### config.mk
export PLATFORM = sky130hd
export DESIGN_NAME = sha256_stream_hasher
export DESIGN_NICKNAME = d
export VERILOG_FILES = /design/src/sha_pkg.sv /design/src/sha_front.sv /design/src/sha_engine.sv /design/src/sha256_stream_hasher.sv
export SDC_FILE = /design/constraint.sdc
export NUM_CORES = 2
export LEC_CHECK = 0
export BUFFER_PORTS_ARGS = -buffer_cell sky130_fd_sc_hd__buf_2
export CAP_MARGIN = 20
export CELL_PAD_IN_SITES_DETAIL_PLACEMENT = 0
export CELL_PAD_IN_SITES_GLOBAL_PLACEMENT = 1
export CORE_MARGIN = 2
export CORE_UTILIZATION = 35
export DETAILED_ROUTE_END_ITERATION = 10
export GPL_ROUTABILITY_DRIVEN = 1
export PLACE_DENSITY = 0.62
export SLEW_MARGIN = 10
export SYNTH_ARGS = -nofsm -noshare
export SYNTH_HDL_FRONTEND = slang
export SYNTH_SLANG_ARGS = --single-unit
### constraint.sdc
create_clock -name clk -period 11.1 [get_ports clk]
set_clock_uncertainty 0.2 [all_clocks]
set_input_delay 1.11 -clock clk [delete_from_list [all_inputs] [get_ports clk]]
set_output_delay 1.11 -clock clk [all_outputs]
set_load 0.03 [all_outputs]
### src/sha_pkg.sv
// Shared types, constants and round functions for the SHA-256 stream hasher.
package sha_pkg;

  typedef enum logic [1:0] {
    OP_DATA     = 2'd0,
    OP_DATA_END = 2'd1,
    OP_END      = 2'd2,
    OP_NONE     = 2'd3
  } op_t;

  // Entry passed from the front end to the engine through the queue
  typedef struct packed {
    logic       has_byte;
    logic       ends_msg;
    logic [7:0] data;
  } cmd_t;

  localparam int QUEUE_DEPTH_DEF = 4;
  localparam logic [7:0] PAD_BYTE = 8'h80;

  typedef enum logic [2:0] {
    ST_IDLE,
    ST_ROUND,
    ST_ADD,
    ST_PAD,
    ST_EMIT
  } eng_state_t;

  localparam logic [31:0] INIT_H [8] = '{
    32'h6a09e667, 32'hbb67ae85, 32'h3c6ef372, 32'ha54ff53a,
    32'h510e527f, 32'h9b05688c, 32'h1f83d9ab, 32'h5be0cd19
  };

  localparam logic [31:0] ROUND_K [64] = '{
    32'h428a2f98, 32'h71374491, 32'hb5c0fbcf, 32'he9b5dba5,
    32'h3956c25b, 32'h59f111f1, 32'h923f82a4, 32'hab1c5ed5,
    32'hd807aa98, 32'h12835b01, 32'h243185be, 32'h550c7dc3,
    32'h72be5d74, 32'h80deb1fe, 32'h9bdc06a7, 32'hc19bf174,
    32'he49b69c1, 32'hefbe4786, 32'h0fc19dc6, 32'h240ca1cc,
    32'h2de92c6f, 32'h4a7484aa, 32'h5cb0a9dc, 32'h76f988da,
    32'h983e5152, 32'ha831c66d, 32'hb00327c8, 32'hbf597fc7,
    32'hc6e00bf3, 32'hd5a79147, 32'h06ca6351, 32'h14292967,
    32'h27b70a85, 32'h2e1b2138, 32'h4d2c6dfc, 32'h53380d13,
    32'h650a7354, 32'h766a0abb, 32'h81c2c92e, 32'h92722c85,
    32'ha2bfe8a1, 32'ha81a664b, 32'hc24b8b70, 32'hc76c51a3,
    32'hd192e819, 32'hd6990624, 32'hf40e3585, 32'h106aa070,
    32'h19a4c116, 32'h1e376c08, 32'h2748774c, 32'h34b0bcb5,
    32'h391c0cb3, 32'h4ed8aa4a, 32'h5b9cca4f, 32'h682e6ff3,
    32'h748f82ee, 32'h78a5636f, 32'h84c87814, 32'h8cc70208,
    32'h90befffa, 32'ha4506ceb, 32'hbef9a3f7, 32'hc67178f2
  };

  function automatic logic [31:0] ror32(input logic [31:0] x, input int n);
    ror32 = (x >> n) | (x << (32 - n));
  endfunction

  function automatic logic [31:0] sig0(input logic [31:0] x);
    sig0 = ror32(x, 7) ^ ror32(x, 18) ^ (x >> 3);
  endfunction

  function automatic logic [31:0] sig1(input logic [31:0] x);
    sig1 = ror32(x, 17) ^ ror32(x, 19) ^ (x >> 10);
  endfunction

  function automatic logic [31:0] bsig0(input logic [31:0] x);
    bsig0 = ror32(x, 2) ^ ror32(x, 13) ^ ror32(x, 22);
  endfunction

  function automatic logic [31:0] bsig1(input logic [31:0] x);
    bsig1 = ror32(x, 6) ^ ror32(x, 11) ^ ror32(x, 25);
  endfunction

endpackage

### src/sha_front.sv
// Front end: accepts input transfers, drops unused codes and queues commands.
module sha_front #(
  parameter int QDEPTH = sha_pkg::QUEUE_DEPTH_DEF
) (
  input  logic          clk,
  input  logic          rst_n,
  input  logic          in_valid,
  output logic          in_ready,
  input  logic [1:0]    in_op,
  input  logic [7:0]    in_data_byte,
  output logic          q_valid,
  input  logic          q_ready,
  output sha_pkg::cmd_t q_cmd
);
  import sha_pkg::*;

  localparam int AW = (QDEPTH > 1) ? $clog2(QDEPTH) : 1;

  cmd_t             mem_r [QDEPTH];
  logic [AW-1:0]    wp_r, rp_r;
  logic [AW:0]      cnt_r;
  logic             push, pop;
  cmd_t             cmd;

  // Classify the incoming op
  always_comb begin
    cmd = '0;
    cmd.data = in_data_byte;
    unique case (op_t'(in_op))
      OP_DATA:     cmd.has_byte = 1'b1;
      OP_DATA_END: begin
        cmd.has_byte = 1'b1;
        cmd.ends_msg = 1'b1;
      end
      OP_END:      cmd.ends_msg = 1'b1;
      default:     cmd = '0;
    endcase
  end

  assign in_ready = (cnt_r != (AW+1)'(QDEPTH));
  assign push     = in_valid && in_ready && (cmd.has_byte || cmd.ends_msg);
  assign q_valid  = (cnt_r != '0);
  assign pop      = q_valid && q_ready;
  assign q_cmd    = mem_r[rp_r];

  // Queue storage
  always_ff @(posedge clk) begin
    if (push) begin
      mem_r[wp_r] <= cmd;
    end
  end

  // Queue pointers
  always_ff @(posedge clk) begin
    if (!rst_n) begin
      wp_r  <= '0;
      rp_r  <= '0;
      cnt_r <= '0;
    end else begin
      if (push) begin
        wp_r <= (wp_r == AW'(QDEPTH - 1)) ? '0 : wp_r + 1'b1;
      end
      if (pop) begin
        rp_r <= (rp_r == AW'(QDEPTH - 1)) ? '0 : rp_r + 1'b1;
      end
      cnt_r <= cnt_r + (AW+1)'(push) - (AW+1)'(pop);
    end
  end

endmodule

### src/sha_engine.sv
// Engine: block buffer, one-round-per-cycle compression, padding and digest output.
module sha_engine (
  input  logic          clk,
  input  logic          rst_n,
  input  logic          q_valid,
  output logic          q_ready,
  input  sha_pkg::cmd_t q_cmd,
  output logic          out_valid,
  input  logic          out_ready,
  output logic [31:0]   out_digest_word,
  output logic [2:0]    out_word_index,
  output logic          out_last_word
);
  import sha_pkg::*;

  eng_state_t  state_r, state_nxt;
  logic [31:0] h_r [8];
  logic [31:0] v_r [8];
  logic [31:0] w_r [16];
  logic [63:0] bits_r;
  logic [5:0]  fill_r;
  logic [5:0]  rnd_r;
  logic [2:0]  oidx_r;
  logic        fin_r;   // padding of the current message is under way
  logic        mark_r;  // 0x80 marker placed
  logic        wrap_r;  // marker landed at offset 56 to 62, length goes in the next block
  logic        cnt_r;   // length bytes placed

  // Byte that enters the buffer this cycle
  logic        take;
  logic [7:0]  tbyte;
  logic [31:0] t1, t2, wnew, wcur;

  always_comb begin
    take  = 1'b0;
    tbyte = q_cmd.data;
    q_ready = 1'b0;
    state_nxt = state_r;
    unique case (state_r)
      ST_IDLE: begin
        q_ready = 1'b1;
        if (q_valid) begin
          if (q_cmd.has_byte) begin
            take = 1'b1;
            if (q_cmd.ends_msg) state_nxt = ST_PAD;
          end else begin
            state_nxt = ST_PAD;
          end
        end
      end
      ST_ROUND: if (rnd_r == 6'd63) state_nxt = ST_ADD;
      ST_ADD: state_nxt = fin_r ? ((cnt_r) ? ST_EMIT : ST_PAD) : ST_IDLE;
      ST_PAD: begin
        take = 1'b1;
        if (!mark_r) begin
          tbyte = PAD_BYTE;
        end else if (fill_r >= 6'd56 && !wrap_r) begin
          tbyte = bits_r[8'd63 - {fill_r[2:0], 3'b0} -: 8];
        end else begin
          tbyte = 8'h00;
        end
      end
      ST_EMIT: if (out_ready && oidx_r == 3'd7) state_nxt = ST_IDLE;
      default: state_nxt = ST_IDLE;
    endcase
    // A full block goes to compression
    if (take && fill_r == 6'd63) state_nxt = ST_ROUND;
  end

  // Message schedule word of the current round and the round sums
  assign wcur = w_r[0];
  assign wnew = w_r[0] + sig0(w_r[1]) + w_r[9] + sig1(w_r[14]);
  assign t1   = v_r[7] + bsig1(v_r[4]) + ((v_r[4] & v_r[5]) ^ (~v_r[4] & v_r[6]))
              + ROUND_K[rnd_r] + wcur;
  assign t2   = bsig0(v_r[0]) + ((v_r[0] & v_r[1]) ^ (v_r[0] & v_r[2]) ^ (v_r[1] & v_r[2]));

  always_ff @(posedge clk) begin
    if (!rst_n) begin
      state_r <= ST_IDLE;
      fill_r  <= '0;
      bits_r  <= '0;
      rnd_r   <= '0;
      oidx_r  <= '0;
      fin_r   <= 1'b0;
      mark_r  <= 1'b0;
      wrap_r  <= 1'b0;
      cnt_r   <= 1'b0;
      for (int i = 0; i < 8; i++) h_r[i] <= INIT_H[i];
    end else begin
      state_r <= state_nxt;
      // Byte insertion into the word buffer
      if (take) begin
        w_r[fill_r[5:2]] <= {w_r[fill_r[5:2]][23:0], tbyte};
        fill_r <= fill_r + 6'd1;
        if (state_r == ST_IDLE) begin
          bits_r <= bits_r + 64'd8;
          fin_r  <= q_cmd.ends_msg;
        end else begin
          fin_r <= 1'b1;
          if (!mark_r) begin
            mark_r <= 1'b1;
            wrap_r <= (fill_r >= 6'd56) && (fill_r != 6'd63);
          end else if (fill_r == 6'd63) begin
            wrap_r <= 1'b0;
          end
          if (fill_r == 6'd63 && mark_r && !wrap_r) cnt_r <= 1'b1;
        end
        if (fill_r == 6'd63) begin
          rnd_r   <= '0;
          for (int i = 0; i < 8; i++) v_r[i] <= h_r[i];
        end
      end
      if (state_r == ST_IDLE && q_valid && !q_cmd.has_byte) begin
        fin_r <= 1'b1;
      end
      // Compression round
      if (state_r == ST_ROUND) begin
        rnd_r <= rnd_r + 6'd1;
        for (int i = 0; i < 15; i++) w_r[i] <= w_r[i+1];
        w_r[15] <= wnew;
        v_r[0] <= t1 + t2;
        v_r[1] <= v_r[0];
        v_r[2] <= v_r[1];
        v_r[3] <= v_r[2];
        v_r[4] <= v_r[3] + t1;
        v_r[5] <= v_r[4];
        v_r[6] <= v_r[5];
        v_r[7] <= v_r[6];
      end
      if (state_r == ST_ADD) begin
        for (int i = 0; i < 8; i++) h_r[i] <= h_r[i] + v_r[i];
      end
      // Digest output, then return to the initial state
      if (state_r == ST_EMIT && out_ready) begin
        oidx_r <= oidx_r + 3'd1;
        if (oidx_r == 3'd7) begin
          for (int i = 0; i < 8; i++) h_r[i] <= INIT_H[i];
          bits_r <= '0;
          fin_r  <= 1'b0;
          mark_r <= 1'b0;
          wrap_r <= 1'b0;
          cnt_r  <= 1'b0;
        end
      end
    end
  end

  assign out_valid       = (state_r == ST_EMIT);
  assign out_digest_word = h_r[oidx_r];
  assign out_word_index  = oidx_r;
  assign out_last_word   = (oidx_r == 3'd7);

endmodule

### src/sha256_stream_hasher.sv
// Top level of the SHA-256 stream hasher.
// Usage:
//   in_ channel: one transfer per message byte. in_op 0 is a data byte,
//   1 a data byte that ends the message, 2 ends the message with no byte,
//   3 is dropped. in_data_byte is ignored for op 2.
//   out_ channel: eight transfers per message, digest words most
//   significant first, with out_word_index and out_last_word.
// Timing:
//   A command queue decouples the byte intake from the engine. The engine
//   absorbs one byte per cycle while idle; every 64th byte starts a
//   compression of 64 rounds, one per cycle, then the hash update; no byte
//   is taken meanwhile. End of message adds padding bytes at one per cycle
//   and one or two more compressions, then the digest words at one per
//   cycle while out_ready is high.
// Reset:
//   rst_n clears the queue, bit count and fill count and loads the
//   initial hash values.
// Stalls:
//   While out_ready is low the engine holds the current digest word; the
//   queue keeps taking bytes until it is full, then in_ready drops.
module sha256_stream_hasher #(
  parameter int QDEPTH = sha_pkg::QUEUE_DEPTH_DEF
) (
  input  logic        clk,
  input  logic        rst_n,
  input  logic        in_valid,
  output logic        in_ready,
  input  logic [1:0]  in_op,
  input  logic [7:0]  in_data_byte,
  output logic        out_valid,
  input  logic        out_ready,
  output logic [31:0] out_digest_word,
  output logic [2:0]  out_word_index,
  output logic        out_last_word
);
  import sha_pkg::*;

  logic q_valid, q_ready;
  cmd_t q_cmd;

  sha_front #(.QDEPTH(QDEPTH)) u_front (
    .clk, .rst_n, .in_valid, .in_ready, .in_op, .in_data_byte,
    .q_valid, .q_ready, .q_cmd
  );

  sha_engine u_engine (
    .clk, .rst_n, .q_valid, .q_ready, .q_cmd,
    .out_valid, .out_ready, .out_digest_word, .out_word_index, .out_last_word
  );

endmodule

==> out/summary.log <==
qor: run_status.outcome finished clean
qor: final_layout.area_added_between_synthesis_and_finish 10.9%
qor: clock_tree.clock_tree.buffer_depth 3
qor: sta.fmax 97.2 MHz
qor: global_routing.global_route.usage.total 23.8%
qor: clock_tree.clockRootBuffer sky130_fd_sc_hd__clkbuf_16
qor: placed_design.io_buffers 51
qor: worst_hold_path.hold_class reg -> reg
qor: die.core-area 0.220 mm2
qor: yosys.post_synth.cell_area_avg 10.0 um2
qor: yosys.synthesis.area 0.0775 mm2
qor: die.initial_utilization 35.2%
qor: clock_tree.clkTransAtPathRegs 0.06 ns
qor: sta.total_neg_setup_slack 0 ns
qor: sta.worstMarginPinSlew 1.27 ns
qor: yosys.synthesis.instances 7714
qor: placed_design.place.gp.congestion 0.934
qor: final_layout.drive_above_1_share 9.87%
qor: drt.drt-wirelength-per-cell 25.4 um
qor: worst_setup_path.worst_r2r_startpoint u_engine.rnd_r[1]$_SDFFE_PN0P_
qor: final_layout.layout.cells.most_common_list 1815 x sky130_fd_sc_hd__nand2_1, 936 x sky130_fd_sc_hd__edfxtp_1, 440 x sky130_fd_sc_hd__a21oi_1, 406 x sky130_fd_sc_hd__ha_1, 397 x sky130_fd_sc_hd__xnor2_1
qor: sta.rsz_0062_raised_after_global_routing no
qor: drt.met3WireLength 16300 um
qor: drt.detailed_route_wirelength_on_metal2 121000 um
qor: sta.hold_viol_final 0
qor: yosys.ys_ff_latch 1163
qor: worst_setup_path.endpoint_arrival_time_on_the_critical_path 10.59 ns
qor: worst_hold_path.cell_depth_of_the_worst_hold_path 2
qor: clock_tree.tritoncts.num_buffers 145
qor: clock_tree.tritoncts_num_sinks 1163
qor: die.floorplan.die.height 474 um
qor: drt.top_layer_used met5
qor: worst_setup_path.setup.worst_path.start_class flip-flop
qor: yosys.synthDominantAreaCellType sky130_fd_sc_hd__edfxtp_1
qor: final_layout.fillers 21.8k
qor: worst_setup_path.critPathKind reg -> reg
qor: yosys.ys.warnings.count 0
qor: clock_tree.htree_num_levels 4
qor: yosys.post_synth_num_cell_types 103
qor: final_layout.mostFrequentLayoutCell sky130_fd_sc_hd__nand2_1
qor: die.die_area 0.225 mm2
qor: placed_design.post_dp_hpwl 197000 um
qor: worst_setup_path.critical_path.most_common_cell sky130_fd_sc_hd__a21oi_1
qor: worst_setup_path.worst_setup_path_end_kind flip-flop
qor: die.die_width 474 um
qor: yosys.postSynth.topFlopCell sky130_fd_sc_hd__edfxtp_1
qor: clock_tree.buffers_inserted_during_post_cts_setup_optimization 0
qor: global_routing.grt_pass1_wl 397000 um
qor: clock_tree.cts_repair_resize_count 0
qor: worst_setup_path.crit_slowest_cell sky130_fd_sc_hd__ha_1
qor: die.rows 172
qor: drt.wl_met1 127000 um
qor: worst_setup_path.worstPathRequired 11.41 ns
qor: sta.final_min_period_over_clock_period 92.6%
qor: worst_setup_path.r2r_slack 0.82 ns
qor: sta.maxSlewViolCount 0
qor: worst_setup_path.critPathMaxStageDelay 0.77 ns
qor: sta.worst_slew_margin_rel 14.1%
qor: drt.drc_errors 0
qor: clock_tree.post_cts_hold_buffer_count 0
qor: global_routing.vias_in_the_first_global_route 57.3k
qor: global_routing.antenna_found_initial 10
qor: drt.antenna_violating_nets_post_route 0
qor: sta.final_min_period 10.28 ns
qor: drt.dr.pass1.iters 6
qor: worst_setup_path.r2r.worst_path.cells 39
qor: yosys.synthArstFlopShare 0%
qor: clock_tree.tritoncts yes
qor: yosys.seq_area_frac_synth 42.1%
qor: sta.timing.final.setup_violations 0
qor: yosys.postSynthNetCount 8330
qor: die.boundaryPins 52
qor: worst_setup_path.r2r_end u_engine.v_r[0][31]$_DFFE_PP_
qor: drt.drt_wl_total 271000 um
qor: global_routing.grt_start_max_net_pins 203
qor: worst_hold_path.worst_min_delay_path_endpoint u_engine.w_r[9][24]$_DFFE_PP_
qor: global_routing.globalRouteOverflowTotal 0
qor: worst_setup_path.cp_max_fo 16
qor: clock_tree.worst_skew_pair.late_latency 0.84 ns
qor: yosys.synth_top_cells_by_area sky130_fd_sc_hd__edfxtp_1 36%, sky130_fd_sc_hd__nand2_1 8.8%, sky130_fd_sc_hd__ha_1 6.6%
qor: yosys.number_of_synthesized_flops_with_an_enable_pin 936
qor: flow_run.timing.max_cap.violations 0
qor: yosys.netlist.area_leader.share 36.3%
qor: drt.drt-vias-per-instance 5.55
qor: final_layout.finalNetCount 8227
qor: drt.dr_total_vias 59.3k
qor: drt.drt_iter0_markers 5917
qor: worst_hold_path.hp-start u_engine.w_r[10][24]$_DFFE_PP_
kinds of logic after synthesis:
logic type | after synthesis | share of synthesized area (%)
multiplexers | 366 | 8.40
XOR/XNOR | 618 | 6.99
flip-flops | 1163 | 42.1
buffers and inverters | 713 | 3.51
adder cells (fa/ha/maj) | 628 | 12.0
AO/OA/AOI/OAI | 1533 | 12.3
AND/OR/NAND/NOR | 2693 | 14.7
final cells by class:
type,count,area (um2),area share [%]
diodes,1,2.50,0.00291
clock buffers,188,3900,4.54
clock inverters,72,992,1.16
inverters,304,1140,1.33
multi-input cells,5838,42400,49.3
flip-flops and latches,1163,32700,38.0
well taps,2958,3700,4.31
repair buffers,159,1130,1.31
registers in the layout, summed over array words and instances (netlist names), 2 cells and up, named ones only:
| signal | cells |
|---|---|
| u_engine.w_r | 512 |
| u_engine.h_r | 256 |
| u_engine.v_r | 256 |
| u_engine.bits_r | 61 |
| u_front.mem_r | 40 |
| u_engine.fill_r | 6 |
| u_engine.rnd_r | 6 |
| u_engine.out_word_index | 3 |
| u_engine.state_r | 3 |
| u_front.cnt_r | 3 |
| u_front.rp_r | 2 |
| u_front.wp_r | 2 |
routing by layer:
metal  vias up  GRT usage [%]
li1      27114              -
met1     29858           35.3
met2      1958           36.6
met3       331           2.86
met4         4           6.43
met5         -              0
stage by stage:
stage,setup WS [ns],area (um2),hold WS (ns),instances,util [%]
detailed placement,0.944,81000,0.281,10421,36.8
global route,0.217,85900,0.312,10682,39.1
CTS,0.909,85900,0.293,10681,39.0
finish,0.817,85900,0.295,10683,39.1
global placement,1.06,81000,0.276,10420,36.8
floorplan,2.00,77500,0.244,7714,-
cells in the mapped netlist, drive strengths merged, types with 10 or more instances:
cell type     n
a311oi       16
and3         54
xor2        221
fa          196
clkbuf      335
a2111oi      10
edfxtp      936
o211ai       37
o31ai        24
a31oi        51
inv         301
nand2b       71
a211oi       56
o21a         52
or2          24
nand4        29
ha          406
and2         29
a221oi       12
mux4        215
nor2        343
a31o         15
a211o        12
dfxtp       227
maj3         26
nor3b        11
nor2b        53
nand3       102
a21boi       27
buf          74
mux2i        48
nor3         80
xnor2       397
o2111ai      11
mux2        103
a21o        207
nand2      1821
a21oi       441
or3          40
o21bai       52
o21ai       428
critical path, delay by kind of cell, from the launching register on:
kind | cells | cell delay (ns)
and+or+nand+nor | 5 | 0.93
DFF | 1 | 0.34
xor gates and xnor gates | 2 | 0.39
buffers and inverters | 4 | 0.40
AOI/OAI and AO/OA | 20 | 4.25
adders and majority gates | 8 | 3.48
worst max-delay path by stage:
stage / start / end / cells after the start
6_report: u_engine.rnd_r[1]$_SDFFE_PN0P_ / u_engine.v_r[0][31]$_DFFE_PP_ / 39
5_1_grt: u_engine.rnd_r[1]$_SDFFE_PN0P_ / u_engine.v_r[0][31]$_DFFE_PP_ / 39
4_1_cts: u_engine.rnd_r[1]$_SDFFE_PN0P_ / u_engine.v_r[0][31]$_DFFE_PP_ / 39
3_5_place_dp: u_engine.rnd_r[1]$_SDFFE_PN0P_ / u_engine.v_r[0][31]$_DFFE_PP_ / 39
3_3_place_gp: u_engine.rnd_r[1]$_SDFFE_PN0P_ / u_engine.v_r[0][31]$_DFFE_PP_ / 39
2_1_floorplan: u_engine.rnd_r[1]$_SDFFE_PN0P_ / u_engine.v_r[0][159]$_DFFE_PP_ / 39
Power is left out: the tool's default activity adds up to more than one toggle a clock period on the data nets, which glitch-free logic cannot reach.
